<file path="config.mk">
export PLATFORM = sky130hd
export DESIGN_NAME = odometry_dead_reckoning_core
export DESIGN_NICKNAME = d
export VERILOG_FILES = /design/src/hw/rtl/odr_pkg.sv /design/src/hw/rtl/odr_cordic.sv /design/src/hw/rtl/odometry_dead_reckoning_core.sv
export SDC_FILE = /design/constraint.sdc
export NUM_CORES = 2
export LEC_CHECK = 0
export ABC_CLOCK_PERIOD_IN_PS = 22700
export BUFFER_PORTS_ARGS = -buffer_cell sky130_fd_sc_hd__buf_2
export CORE_UTILIZATION = 56
export CTS_CLUSTER_DIAMETER = 120
export CTS_CLUSTER_SIZE = 8
export DETAILED_ROUTE_END_ITERATION = 10
export PLACE_DENSITY_LB_ADDON = 0.2
export SLEW_MARGIN = 20
export SYNTH_ARGS = -nofsm -noshare
export SYNTH_HDL_FRONTEND = slang
export SYNTH_SLANG_ARGS = --single-unit
export TNS_END_PERCENT = 10
</file>
<file path="constraint.sdc">
create_clock -name clock -period 22.7 [get_ports clock]
set_input_delay 2.27 -clock clock [delete_from_list [all_inputs] [get_ports clock]]
set_output_delay 2.27 -clock clock [all_outputs]
set_load 0.01 [all_outputs]
</file>
<file path="src/hw/rtl/odr_pkg.sv">
`timescale 1ns / 1ps
// ----------------------------------------------------------------------------
// odr_pkg: shared constants and helpers for the odometry dead-reckoning core
// Fixed-point constants (Q16.16 angles, Q2.30 trig), arctangent table and
// saturation helper used by the core and its CORDIC unit.
// ----------------------------------------------------------------------------
package odr_pkg;

   // default number of CORDIC micro-rotations
   localparam int CORDIC_STEPS_DEF = 16;

   // arctangent table index width (table lists 17 entries, zero beyond)
   localparam int ATAN_IDX_W = 5;

   // wrapped heading width, signed Q16.16 within minus pi to pi
   localparam int HEAD_W = 19;

   // angle constants in Q16.16
   localparam int PI_Q      = 205887;
   localparam int TWO_PI_Q  = 411775;
   localparam int HALF_PI_Q = 102944;

   // CORDIC gain reciprocal and unity, both Q2.30
   localparam int CORDIC_K = 652032874;
   localparam int ONE_Q30  = 1073741824;

   // CORDIC datapath widths
   localparam int CXY_W = 34;
   localparam int CZ_W  = 24;

   // heading wrap reduction: remainder width, bias and top shift
   localparam int REM_W        = 36;
   localparam int WRAP_BIAS_SH = 15;
   localparam int WRAP_TOP     = 16;
   localparam logic [REM_W-1:0] WRAP_BIAS = REM_W'(TWO_PI_Q) << WRAP_BIAS_SH;

   // arctangent of 2^-i in Q16.16, rounded
   function automatic logic [16:0] atan_lookup(input logic [ATAN_IDX_W-1:0] idx);
      logic [16:0] val;
      case (idx)
         5'd0:    val = 17'd51472;
         5'd1:    val = 17'd30386;
         5'd2:    val = 17'd16055;
         5'd3:    val = 17'd8150;
         5'd4:    val = 17'd4091;
         5'd5:    val = 17'd2047;
         5'd6:    val = 17'd1024;
         5'd7:    val = 17'd512;
         5'd8:    val = 17'd256;
         5'd9:    val = 17'd128;
         5'd10:   val = 17'd64;
         5'd11:   val = 17'd32;
         5'd12:   val = 17'd16;
         5'd13:   val = 17'd8;
         5'd14:   val = 17'd4;
         5'd15:   val = 17'd2;
         5'd16:   val = 17'd1;
         default: val = 17'd0;
      endcase
      return val;
   endfunction

   // saturate a 36-bit signed value to the 32-bit signed range
   function automatic logic signed [31:0] sat32(input logic signed [35:0] v);
      logic signed [31:0] res;
      if (v > 36'sh0_7FFF_FFFF) begin
         res = 32'sh7FFF_FFFF;
      end else if (v < -36'sh0_8000_0000) begin
         res = 32'sh8000_0000;
      end else begin
         res = v[31:0];
      end
      return res;
   endfunction

endpackage

</file>
<file path="src/hw/rtl/odr_cordic.sv">
`timescale 1ns / 1ps
// ----------------------------------------------------------------------------
// odr_cordic: iterative rotation-mode CORDIC sine and cosine
// Folds the angle into minus pi/2 to pi/2, runs one micro-rotation per cycle
// on a shared shift-add datapath, then negates if folded and clamps to Q2.30.
// ----------------------------------------------------------------------------
module odr_cordic #(
   parameter int CORDIC_STEPS = odr_pkg::CORDIC_STEPS_DEF
) (
   input  logic                              clock,
   input  logic                              reset,
   input  logic                              start,
   input  logic signed [odr_pkg::HEAD_W-1:0] angle,
   output logic                              done,
   output logic signed [31:0]                cos_out,
   output logic signed [31:0]                sin_out
);

   typedef enum logic [2:0] {
      CS_IDLE = 3'b001,
      CS_RUN  = 3'b010,
      CS_FIX  = 3'b100
   } cstate_type;

   localparam logic [odr_pkg::ATAN_IDX_W-1:0] LAST_IDX =
      odr_pkg::ATAN_IDX_W'(CORDIC_STEPS - 1);

   cstate_type                          state_ff, state_in;
   logic [odr_pkg::ATAN_IDX_W-1:0]      idx_ff, idx_in;
   logic signed [odr_pkg::CXY_W-1:0]    x_ff, x_in;
   logic signed [odr_pkg::CXY_W-1:0]    y_ff, y_in;
   logic signed [odr_pkg::CZ_W-1:0]     z_ff, z_in;
   logic                                neg_ff, neg_in;
   logic                                done_ff, done_in;
   logic signed [31:0]                  cos_ff, cos_in;
   logic signed [31:0]                  sin_ff, sin_in;

   logic signed [odr_pkg::CZ_W-1:0]     ang_ext;
   logic signed [odr_pkg::CXY_W-1:0]    xs, ys, xf, yf;
   logic signed [odr_pkg::CZ_W-1:0]     atan_ext;

   // fixed-point clamp to plus or minus one in Q2.30
   function automatic logic signed [31:0] clamp_q30(input logic signed [33:0] v);
      logic signed [31:0] res;
      if (v > 34'(odr_pkg::ONE_Q30)) begin
         res = 32'(odr_pkg::ONE_Q30);
      end else if (v < -34'(odr_pkg::ONE_Q30)) begin
         res = -32'(odr_pkg::ONE_Q30);
      end else begin
         res = v[31:0];
      end
      return res;
   endfunction

   assign ang_ext  = {{(odr_pkg::CZ_W - odr_pkg::HEAD_W){angle[odr_pkg::HEAD_W-1]}}, angle};
   assign atan_ext = {7'd0, odr_pkg::atan_lookup(idx_ff)};
   assign xs       = x_ff >>> idx_ff;
   assign ys       = y_ff >>> idx_ff;
   assign xf       = neg_ff ? -x_ff : x_ff;
   assign yf       = neg_ff ? -y_ff : y_ff;

   // sequencer and shift-add datapath
   always_comb begin
      state_in = state_ff;
      idx_in   = idx_ff;
      x_in     = x_ff;
      y_in     = y_ff;
      z_in     = z_ff;
      neg_in   = neg_ff;
      done_in  = 1'b0;
      cos_in   = cos_ff;
      sin_in   = sin_ff;
      case (state_ff)
         CS_IDLE: begin
            if (start) begin
               // fold into the right half plane
               x_in   = odr_pkg::CXY_W'(odr_pkg::CORDIC_K);
               y_in   = '0;
               idx_in = '0;
               if (ang_ext > odr_pkg::CZ_W'(odr_pkg::HALF_PI_Q)) begin
                  z_in   = ang_ext - odr_pkg::CZ_W'(odr_pkg::PI_Q);
                  neg_in = 1'b1;
               end else if (ang_ext < -odr_pkg::CZ_W'(odr_pkg::HALF_PI_Q)) begin
                  z_in   = ang_ext + odr_pkg::CZ_W'(odr_pkg::PI_Q);
                  neg_in = 1'b1;
               end else begin
                  z_in   = ang_ext;
                  neg_in = 1'b0;
               end
               state_in = CS_RUN;
            end
         end
         CS_RUN: begin
            // one micro-rotation per cycle
            if (!z_ff[odr_pkg::CZ_W-1]) begin
               x_in = x_ff - ys;
               y_in = y_ff + xs;
               z_in = z_ff - atan_ext;
            end else begin
               x_in = x_ff + ys;
               y_in = y_ff - xs;
               z_in = z_ff + atan_ext;
            end
            idx_in = idx_ff + 1'b1;
            if (idx_ff == LAST_IDX) begin
               state_in = CS_FIX;
            end
         end
         CS_FIX: begin
            // undo the fold and clamp
            cos_in   = clamp_q30(xf);
            sin_in   = clamp_q30(yf);
            done_in  = 1'b1;
            state_in = CS_IDLE;
         end
         default: begin
            state_in = CS_IDLE;
         end
      endcase
   end

   always_ff @(posedge clock) begin
      if (reset) begin
         state_ff <= CS_IDLE;
         done_ff  <= 1'b0;
      end else begin
         state_ff <= state_in;
         done_ff  <= done_in;
      end
   end

   always_ff @(posedge clock) begin
      idx_ff <= idx_in;
      x_ff   <= x_in;
      y_ff   <= y_in;
      z_ff   <= z_in;
      neg_ff <= neg_in;
      cos_ff <= cos_in;
      sin_ff <= sin_in;
   end

   assign done    = done_ff;
   assign cos_out = cos_ff;
   assign sin_out = sin_ff;

endmodule

</file>
<file path="src/hw/rtl/odometry_dead_reckoning_core.sv">
`timescale 1ns / 1ps
// ----------------------------------------------------------------------------
// odometry_dead_reckoning_core: differential-drive odometry integrator
// Integrates base readings (cumulative distance and bearing) into a wrapped
// heading and a saturating x/y position, and rotates the speed into x and y.
// ----------------------------------------------------------------------------
// Usage:
//   req channel carries one base reading per transaction (distance, bearing,
//   translational and rotational speed, all signed Q16.16). rsp channel
//   carries position, wrapped heading, velocity in x and y and the yaw rate.
//   Both channels use valid/stall; a transaction completes on valid && !stall.
// Sequencing:
//   The first reading after reset only records distance and bearing and
//   gives no response. Every later reading gives one response, and no new
//   reading is taken until the previous one is finished. The time is set
//   by the 17-step heading wrap reduction, the one-rotation-per-cycle
//   CORDIC and the single multiplier shared by four products; req_stall is
//   high for that whole time.
// Reset and stall:
//   Synchronous reset clears heading, position and the first-reading flag.
//   The response sits in an output register; while rsp_stall is high it holds
//   and a new reading can still be accepted and worked on, and only the final
//   load waits for the output register to free up.
// ----------------------------------------------------------------------------
module odometry_dead_reckoning_core #(
   parameter int CORDIC_STEPS = odr_pkg::CORDIC_STEPS_DEF
) (
   input  logic                              clock,
   input  logic                              reset,
   // request channel
   input  logic                              req_valid,
   output logic                              req_stall,
   input  logic signed [31:0]                req_distance_total,
   input  logic signed [31:0]                req_bearing_total,
   input  logic signed [31:0]                req_trans_speed,
   input  logic signed [31:0]                req_rot_speed,
   // response channel
   output logic                              rsp_valid,
   input  logic                              rsp_stall,
   output logic signed [31:0]                rsp_pos_x,
   output logic signed [31:0]                rsp_pos_y,
   output logic signed [odr_pkg::HEAD_W-1:0] rsp_heading_out,
   output logic signed [31:0]                rsp_vel_x,
   output logic signed [31:0]                rsp_vel_y,
   output logic signed [31:0]                rsp_yaw_rate
);

   typedef enum logic [4:0] {
      ST_IDLE = 5'b00001,
      ST_WRAP = 5'b00010,
      ST_TRIG = 5'b00100,
      ST_MUL  = 5'b01000,
      ST_DONE = 5'b10000
   } state_type;

   localparam int HW = odr_pkg::HEAD_W;
   localparam int RW = odr_pkg::REM_W;

   // control state
   state_type                state_ff, state_in;
   logic                     seen_first_ff, seen_first_in;
   logic [4:0]               step_ff, step_in;
   logic [2:0]               mstep_ff, mstep_in;
   logic                     rsp_valid_ff, rsp_valid_in;

   // working state
   logic signed [31:0]       prev_distance_ff, prev_distance_in;
   logic signed [31:0]       prev_bearing_ff, prev_bearing_in;
   logic signed [HW-1:0]     heading_ff, heading_in;
   logic signed [31:0]       x_acc_ff, x_acc_in;
   logic signed [31:0]       y_acc_ff, y_acc_in;
   logic signed [32:0]       dd_ff, dd_in;
   logic signed [31:0]       tv_ff, tv_in;
   logic signed [31:0]       rv_ff, rv_in;
   logic [RW-1:0]            rem_ff, rem_in;
   logic signed [64:0]       prod_ff, prod_in;
   logic signed [31:0]       vx_ff, vx_in;
   logic signed [31:0]       vy_ff, vy_in;

   // response registers
   logic signed [31:0]       rsp_pos_x_ff, rsp_pos_x_in;
   logic signed [31:0]       rsp_pos_y_ff, rsp_pos_y_in;
   logic signed [HW-1:0]     rsp_heading_ff, rsp_heading_in;
   logic signed [31:0]       rsp_vel_x_ff, rsp_vel_x_in;
   logic signed [31:0]       rsp_vel_y_ff, rsp_vel_y_in;
   logic signed [31:0]       rsp_yaw_ff, rsp_yaw_in;

   // datapath wires
   logic                     req_take;
   logic                     out_free;
   logic [RW-1:0]            wrap_div;
   logic [RW:0]              wrap_sub;
   logic [RW-1:0]            rem_step;
   logic [HW:0]              head_calc;
   logic                     trig_start;
   logic                     trig_done;
   logic signed [31:0]       trig_cos, trig_sin;
   logic signed [32:0]       mul_a;
   logic signed [31:0]       mul_b;
   logic signed [64:0]       prod_rnd;
   logic signed [34:0]       rnd_q;
   logic signed [31:0]       acc_sel;
   logic signed [35:0]       acc_sum;
   logic signed [31:0]       acc_sat;

   assign req_stall = (state_ff != ST_IDLE);
   assign req_take  = req_valid && !req_stall;
   assign out_free  = !rsp_valid_ff || !rsp_stall;

   // heading wrap: one conditional subtract of 2*pi << k per cycle
   assign wrap_div  = RW'(odr_pkg::TWO_PI_Q) << step_ff;
   assign wrap_sub  = {1'b0, rem_ff} - {1'b0, wrap_div};
   assign rem_step  = wrap_sub[RW] ? rem_ff : wrap_sub[RW-1:0];
   assign head_calc = {1'b0, rem_step[HW-1:0]} - (HW+1)'(odr_pkg::PI_Q);

   // shared multiplier: dd*cos, dd*sin, tv*cos, tv*sin
   assign mul_a    = mstep_ff[2] ? {tv_ff[31], tv_ff} : dd_ff;
   assign mul_b    = mstep_ff[1] ? trig_sin : trig_cos;
   assign prod_in  = mul_a * mul_b;

   // round Q30 product, add accumulator, saturate
   assign prod_rnd = prod_ff + 65'sd536870912;
   assign rnd_q    = prod_rnd[64:30];
   assign acc_sel  = mstep_ff[2] ? 32'sd0 : (mstep_ff[1] ? y_acc_ff : x_acc_ff);
   assign acc_sum  = {{4{acc_sel[31]}}, acc_sel} + {rnd_q[34], rnd_q};
   assign acc_sat  = odr_pkg::sat32(acc_sum);

   assign trig_start = (state_ff == ST_WRAP) && (step_ff == 5'd0);

   odr_cordic #(
      .CORDIC_STEPS (CORDIC_STEPS)
   ) u_cordic (
      .clock   (clock),
      .reset   (reset),
      .start   (trig_start),
      .angle   (heading_in),
      .done    (trig_done),
      .cos_out (trig_cos),
      .sin_out (trig_sin)
   );

   // sequencer
   always_comb begin
      state_in         = state_ff;
      seen_first_in    = seen_first_ff;
      step_in          = step_ff;
      mstep_in         = mstep_ff;
      prev_distance_in = prev_distance_ff;
      prev_bearing_in  = prev_bearing_ff;
      heading_in       = heading_ff;
      x_acc_in         = x_acc_ff;
      y_acc_in         = y_acc_ff;
      dd_in            = dd_ff;
      tv_in            = tv_ff;
      rv_in            = rv_ff;
      rem_in           = rem_ff;
      vx_in            = vx_ff;
      vy_in            = vy_ff;
      rsp_valid_in     = rsp_valid_ff && rsp_stall;
      rsp_pos_x_in     = rsp_pos_x_ff;
      rsp_pos_y_in     = rsp_pos_y_ff;
      rsp_heading_in   = rsp_heading_ff;
      rsp_vel_x_in     = rsp_vel_x_ff;
      rsp_vel_y_in     = rsp_vel_y_ff;
      rsp_yaw_in       = rsp_yaw_ff;
      case (state_ff)
         ST_IDLE: begin
            if (req_take) begin
               prev_distance_in = req_distance_total;
               prev_bearing_in  = req_bearing_total;
               if (!seen_first_ff) begin
                  // first reading only records the counters
                  seen_first_in = 1'b1;
               end else begin
                  dd_in  = {req_distance_total[31], req_distance_total}
                         - {prev_distance_ff[31], prev_distance_ff};
                  tv_in  = req_trans_speed;
                  rv_in  = req_rot_speed;
                  // biased so the remainder search starts non-negative
                  rem_in = RW'($unsigned({{(RW-HW){heading_ff[HW-1]}}, heading_ff}))
                         + {{(RW-32){req_bearing_total[31]}}, req_bearing_total}
                         - {{(RW-32){prev_bearing_ff[31]}}, prev_bearing_ff}
                         + RW'(odr_pkg::PI_Q)
                         + odr_pkg::WRAP_BIAS;
                  step_in  = 5'(odr_pkg::WRAP_TOP);
                  state_in = ST_WRAP;
               end
            end
         end
         ST_WRAP: begin
            rem_in  = rem_step;
            step_in = step_ff - 1'b1;
            if (step_ff == 5'd0) begin
               heading_in = head_calc[HW-1:0];
               state_in   = ST_TRIG;
            end
         end
         ST_TRIG: begin
            if (trig_done) begin
               mstep_in = 3'd0;
               state_in = ST_MUL;
            end
         end
         ST_MUL: begin
            // even cycles multiply, odd cycles round and accumulate
            if (mstep_ff[0]) begin
               case (mstep_ff[2:1])
                  2'd0:    x_acc_in = acc_sat;
                  2'd1:    y_acc_in = acc_sat;
                  2'd2:    vx_in    = acc_sat;
                  default: vy_in    = acc_sat;
               endcase
            end
            mstep_in = mstep_ff + 1'b1;
            if (mstep_ff == 3'd7) begin
               state_in = ST_DONE;
            end
         end
         ST_DONE: begin
            if (out_free) begin
               rsp_valid_in   = 1'b1;
               rsp_pos_x_in   = x_acc_ff;
               rsp_pos_y_in   = y_acc_ff;
               rsp_heading_in = heading_ff;
               rsp_vel_x_in   = vx_ff;
               rsp_vel_y_in   = vy_ff;
               rsp_yaw_in     = rv_ff;
               state_in       = ST_IDLE;
            end
         end
         default: begin
            state_in = ST_IDLE;
         end
      endcase
   end

   // control and integrator state
   always_ff @(posedge clock) begin
      if (reset) begin
         state_ff         <= ST_IDLE;
         seen_first_ff    <= 1'b0;
         rsp_valid_ff     <= 1'b0;
         prev_distance_ff <= '0;
         prev_bearing_ff  <= '0;
         heading_ff       <= '0;
         x_acc_ff         <= '0;
         y_acc_ff         <= '0;
      end else begin
         state_ff         <= state_in;
         seen_first_ff    <= seen_first_in;
         rsp_valid_ff     <= rsp_valid_in;
         prev_distance_ff <= prev_distance_in;
         prev_bearing_ff  <= prev_bearing_in;
         heading_ff       <= heading_in;
         x_acc_ff         <= x_acc_in;
         y_acc_ff         <= y_acc_in;
      end
   end

   // working and response payload
   always_ff @(posedge clock) begin
      step_ff        <= step_in;
      mstep_ff       <= mstep_in;
      dd_ff          <= dd_in;
      tv_ff          <= tv_in;
      rv_ff          <= rv_in;
      rem_ff         <= rem_in;
      prod_ff        <= prod_in;
      vx_ff          <= vx_in;
      vy_ff          <= vy_in;
      rsp_pos_x_ff   <= rsp_pos_x_in;
      rsp_pos_y_ff   <= rsp_pos_y_in;
      rsp_heading_ff <= rsp_heading_in;
      rsp_vel_x_ff   <= rsp_vel_x_in;
      rsp_vel_y_ff   <= rsp_vel_y_in;
      rsp_yaw_ff     <= rsp_yaw_in;
   end

   assign rsp_valid       = rsp_valid_ff;
   assign rsp_pos_x       = rsp_pos_x_ff;
   assign rsp_pos_y       = rsp_pos_y_ff;
   assign rsp_heading_out = rsp_heading_ff;
   assign rsp_vel_x       = rsp_vel_x_ff;
   assign rsp_vel_y       = rsp_vel_y_ff;
   assign rsp_yaw_rate    = rsp_yaw_ff;

endmodule

</file>
-- Word-level counts from Yosys, hierarchy flattened
Memories as Yosys holds them, arrays and structs flattened. A register that Yosys moved wholly into a read port is not among the register bits.
Index checks and enable logic that the tools add are counted.
- word-level logic and storage cells: 171
- bits in read-only memories: 512
- memories: 1
- flip-flop bits (word level): 769
- memory list (name ; words ; bits a word ; read ports ; clocked after memory_dff ; write ports ; RTL line ; source):
    (name not given) ; 32 ; 16 ; 1 ; 1 ; 0 ; odr_pkg.sv:40 ; case (idx)
- add/sub/neg operators: 22
- shift operators: 3
- eq/ne operators: 22
- bitwise logic cells: 1
- order comparisons: 8
- multiply operators: 1
- reductions and logical operators: 29
- mux-type cells: 49
- operators with widths (cell ; count):
    $mux W32 ; 7
    $mux W34 ; 6
    $pmux W34 S2 ; 2
    $mux W36 ; 3
    $mux W24 ; 4
    $pmux W36 S2 ; 1
    $add A34 B34 Y34 ; 2
    $gt A34 B32 Y1 const B ; 2
    $lt A34 B31 Y1 const B ; 2
    $neg A34 Y34 ; 2
    $sshr A34 B5 Y34 ; 2
    $sub A34 B34 Y34 ; 2
    $add A65 B31 Y65 const B ; 1
    $mul A33 B32 Y65 ; 1
    $mux W5 ; 10
    $pmux W24 S2 ; 1
    $mux W19 ; 2
    $sub A36 B36 Y37 ; 1
    $add A32 B35 Y36 ; 1
    $add A35 B35 Y36 const B ; 1
    $gt A36 B32 Y1 const B ; 1
    $lt A36 B32 Y1 const B ; 1
    $shl A19 B5 Y36 const A ; 1
    $add A34 B19 Y35 const B ; 1
    45 further kinds ; 78

-- Logic depth before layout (Yosys ltp)
- depth in word-level cells: 11
- depth in mapped cells: 36
- gate-level depth less buffers: 32

-- Hierarchy
From an unflattened synthesis, not the netlist that was laid out.
- cells, all modules: 9223
- area total of the unflattened synthesis: 86500.5 um2
- by module, submodules not included (module ; seq. area each (um2) ; area each (um2) ; cells each ; times used):
    odometry_dead_reckoning_core ; 15334.7 ; 65930.7 ; 6810 ; 1
    odr_cordic ; 5265.0 ; 20569.7 ; 2413 ; 1

-- Worst setup path before layout
Ideal clock, no wire load.
- path kind: input-to-reg
- from: in rsp_stall
- to: reg rsp_heading_ff[0], in the netlist rsp_heading_out[0], enable pin
- path slack: 11.252 ns
- buffers on the path: 0
- setup time: 0.777 ns
- data required time: 21.923 ns
- arrival: 10.671 ns
- stages: 1
- cells stage by stage: a21oi_1
- word-level cells in the longest chain between the ends: 3
- ends and longest elaborated chain (element ; RTL line ; source):
    start, declared ; odometry_dead_reckoning_core.sv:39 ; input logic rsp_stall,
    $logic_not A1 Y1 ; odometry_dead_reckoning_core.sv:108 ; assign out_free = !rsp_valid_ff || !rsp_stall;
    $logic_or A1 B1 Y1 ; odometry_dead_reckoning_core.sv:108 ;
    $reduce_and A2 Y1 (no line) ; n/a ;
    end signal, assigned ; odometry_dead_reckoning_core.sv:273 ; rsp_heading_ff <= rsp_heading_in;
    end, declared ; odometry_dead_reckoning_core.sv:83 ; logic signed [HW-1:0] rsp_heading_ff, rsp_heading_in;
Every way passes these cells.
A chain may end at the register's enable or synchronous reset.

-- Worst setup path in the final report
- from: reg mstep_ff[2]
- to: reg prod_ff[64]
- word-level cells in the longest chain between the ends: 2
- ends and longest elaborated chain (element ; RTL line ; source):
    start, declared ; odometry_dead_reckoning_core.sv:63 ; logic [2:0] mstep_ff, mstep_in;
    start signal, assigned ; odometry_dead_reckoning_core.sv:263 ; mstep_ff <= mstep_in;
    $mux W33 ; odometry_dead_reckoning_core.sv:117 ; assign mul_a = mstep_ff[2] ? {tv_ff[31], tv_ff} : dd_ff;
    $mul A33 B32 Y65 ; odometry_dead_reckoning_core.sv:119 ; assign prod_in = mul_a * mul_b;
    via prod_in[64] ; odometry_dead_reckoning_core.sv:76 ; logic signed [64:0] prod_ff, prod_in;
    end signal, assigned ; odometry_dead_reckoning_core.sv:268 ; prod_ff <= prod_in;
    end, declared ; odometry_dead_reckoning_core.sv:76 ;
The timed path passes the listed nets, and every way through them passes these cells.

==> metrics.md <==
| Metric | Value |
|---|---|
| Outcome | `finished, final reports clean` |
| P_int | `6.47 mW` |
| Leakage power | `40.7 nW` |
| CTS Buf Count | `106` |
| Final setup skew | `0.109 ns` |
| RSZ-0062 raised after global routing | `no` |
| Remaining antenna violation count | `0` |
| Critical path startpoint | `mstep_ff[2]` |
| PortBufs | `312` |
| Die X | `390 µm` |
| WL/cell | `23.7 µm` |
| Remaining Overflow, GRT | `0` |
| Pwr Density | `138 nW/µm²` |
| # resized after CTS | `0` |
| Synth Flop Type | `edfxtp_1` |
| DR vias/cell | `5.94` |
| Final hold vios | `0` |
| Max H-tree Level | `3` |
| Max FO, Critical Path | `62` |
| Top delay family on crit path | `adder cells` |
| Setup_tns | `0 ns` |
| Worst hold path endpoint | `rsp_vel_y[25]` |
| Setup crit end kind | `flip-flop` |
| Reg-to-reg startpoint | `mstep_ff[2]` |
| TritonRoute pass-1 iters | `6` |
| Crit path largest cell delay | `1.06 ns` |
| Ys async rst share | `0%` |
| Most frequent cells in the layout | `1297 x inv_1, 1150 x fa_1, 1076 x nor2_1` |
| Clock share of power | `12.2%` |
| Pin count of the biggest net entering global routing | `108` |
| Startpoint types | `flip-flop` |
| CTS max path bufs | `3` |
| CTS clk-pin slew, worst paths | `0.05 ns` |
| Most used cell, CP | `fa_1` |
| Maximum vdd drop | `473 µV` |
| Wire length of the first global-routing pass | `403 mm` |
| R2R Setup Slk | `11.21 ns` |
| Final Max Slew Viols | `0` |
| Post-CTS Setup Inserts | `0` |
| Slowest stage cell, crit path | `mux2i_2` |
| Critical Path AT | `12.07 ns` |
| NetSw | `6.06 mW` |
| CP Buf/Inv Count | `4` |
| Core Area | `150000 µm²` |
| Min-Delay Path Depth | `0` |
| Global-route usage over all layers | `35.0%` |
| Sink Count | `756` |
| Synthesized cell area | `84400 µm²` |
| Min-Delay Startpoint | `vy_ff[25]` |
| Period utilisation layout | `50.6%` |
| Die area | `152000 µm²` |
| Total number of vias | `66101` |
| Initial Util | `56.3%` |
| Final critical-path required period | `11.49 ns` |
| Net Count, Synth | `10653` |
| Nets@finish | `10778` |
| Final wirelength | `264 mm` |
| DRC viols | `0` |
| Critical Path RT | `23.28 ns` |
| Detailed placement HPWL | `208 mm` |
| Switching Share | `48.4%` |
| Clk root buf | `clkbuf_16` |
| TritonCTS clock tree | `yes` |
| FF-to-FF path depth | `28` |
| Mapped Cells | `8899` |
| Row cnt | `142` |
| Setup violators final | `0` |
| Placer's final routability congestion estimate | `1.00` |
| Worst slew pin tran | `1.19 ns` |
| Worst slew margin | `18.9%` |
| Total power | `12.5 mW` |
| Cell variety after synth | `108` |
| Register bit total from synthesis | `756` |
| Vias in the first global route | `66848` |
| Number of I/O pins | `313` |
| Worst r2r dst | `prod_ff[64]` |
| Post-synthesis sequential area ratio | `24.4%` |
| Logic pwr share | `73.3%` |
| Hold-fix buffers, CTS | `0` |
| Share of cells above drive strength 1 | `9.25%` |
| First-iteration detailed-routing DRC count | `5700` |
| Worst Hold Class | `reg -> reg` |
| Max-Cap Viols | `0` |
| Synthesis-to-layout area growth | `7.99%` |
| Initial antenna violation count | `13` |
| Crit Path Category | `reg -> reg` |
| Die H | `390 µm` |
| Fmax | `87.0 MHz` |
| Clock Latency Late Sink | `0.79 ns` |
| EDFF count, synth | `546` |
| Sequential Power Share | `14.5%` |
| Avg Cell Area, Syn | `9.48 µm²` |
| Commonest non-fill, non-tap cell in the layout | `inv_1` |
| Yosys warns | `0` |
-- cells in the mapped netlist (18+ instances only) --
master,instances,area share [%]
or3_1,51,0.38
nand3_1,111,0.66
o21ai_0,246,1.5
o31ai_1,33,0.29
xnor2_1,222,2.3
nand4_1,33,0.24
o21a_1,62,0.55
buf_2,24,0.14
xor2_1,194,2.0
o22ai_1,24,0.18
buf_1,53,0.24
edfxtp_1,546,19
inv_1,1300,5.8
nor3b_1,21,0.19
nand2b_1,48,0.36
o211ai_1,32,0.28
a211oi_1,89,0.79
mux4_2,77,2.1
a21oi_1,400,2.4
nor2b_1,46,0.34
nor3_1,108,0.64
and2_1,50,0.37
dfxtp_1,210,5.0
and3_1,69,0.51
o21bai_1,31,0.28
fa_1,1151,27
a31oi_1,52,0.39
a21o_1,102,0.91
nor2_1,1077,4.8
or2_2,25,0.19
a311oi_1,18,0.19
nor4_1,23,0.17
ha_1,471,7.0
a21boi_0,30,0.27
mux2i_1,136,1.6
mux2_2,89,1.2
nand2_1,1039,4.6
clkbuf_1,306,1.4
-- power by group through the flow --
| stage | Combinational, mW | Clock, mW | Sequential (mW) |
|---|---|---|---|
| 6_report | 9.18 | 1.53 | 1.82 |
| 5_1_grt | 10.3 | 1.61 | 1.82 |
| 4_1_cts | 9.26 | 1.56 | 1.82 |
| 3_5_place_dp | 9.21 | 0 | 1.84 |
| 3_3_place_gp | 8.98 | 0 | 1.84 |
| 2_1_floorplan | 6.61 | 0 | 1.79 |
-- registers in the layout (all words and copies together) (netlist names), 33 cells and up --
name,cells
dd_ff,33
prod_ff,36
rem_ff,36
u_cordic.x_ff,34
u_cordic.y_ff,34
-- worst register-to-register path, delay by kind of cell, from the launching register on --
kind / cells / cell delay (ns)
adder cells (fa/ha/maj): 9 / 4.40
AO/OA/AOI/OAI: 13 / 3.86
buffers and inverters: 4 / 1.47
multiplexers: 1 / 1.08
flip-flops: 1 / 0.33
AND/OR/NAND/NOR: 1 / 0.19
-- area by class of cell --
class	instances	area [µm²]
Clock inverter	10	231
Sequential cell	756	20600
Clock buffer	188	2980
Tap cell	2016	2520
Antenna cell	6	15.0
Fill cell	12873	58700
Multi-Input combinational cell	6432	57500
Inverter	1305	4900
Timing Repair Buffer	423	2400
-- metrics by stage --
| stage | util [%] | hold WS (ns) | std cells | setup slack, ns | instance area, µm² |
|---|---|---|---|---|---|
| 6_report | 60.8 | 0.361 | 11136 | 11.21 | 91100 |
| 5_1_grt | 60.8 | 0.375 | 11136 | 10.65 | 91100 |
| 4_1_cts | 60.8 | 0.354 | 11130 | 11.23 | 91100 |
| 3_5_place_dp | 58.7 | 0.405 | 10932 | 11.34 | 87900 |
| 3_3_place_gp | 58.7 | 0.400 | 10932 | 11.56 | 87900 |
| 2_1_floorplan | - | 0.400 | 8899 | 11.25 | 84400 |
-- how the worst max path moves through the flow --
| stage | to | slack, ns | cells past startpoint |
|---|---|---|---|
| after floorplan | rsp_heading_out[0] | 11.25 | 1 |
| after global placement | prod_ff[64] | 11.56 | 28 |
| after detailed placement | prod_ff[64] | 11.34 | 28 |
| after CTS | prod_ff[64] | 11.23 | 28 |
| after global routing | prod_ff[64] | 10.65 | 29 |
| final | prod_ff[64] | 11.21 | 28 |
-- layer usage --
| layer | wire length [µm] | global-route usage, % |
|---|---|---|
| met5 | 46 | 0 |
| met4 | 13100 | 14.8 |
| met3 | 23100 | 6.88 |
| met2 | 123000 | 56.5 |
| met1 | 105000 | 46.1 |
-- cell families (layout without fill, tap and decap cells) --
family	count (synthesis)	after routing	synth area share [%]
XOR/XNOR	416	416	4.32
buffers and inverters	1711	1926	7.80
multiplexers	305	305	4.91
other	0	6	0
flip-flops	756	756	24.4
AO/OA/AOI/OAI	1314	1314	10.1
adder cells (fa/ha/maj)	1623	1623	34.3
AND/OR/NAND/NOR	2774	2774	14.2
(Power assumes the default switching activity.)
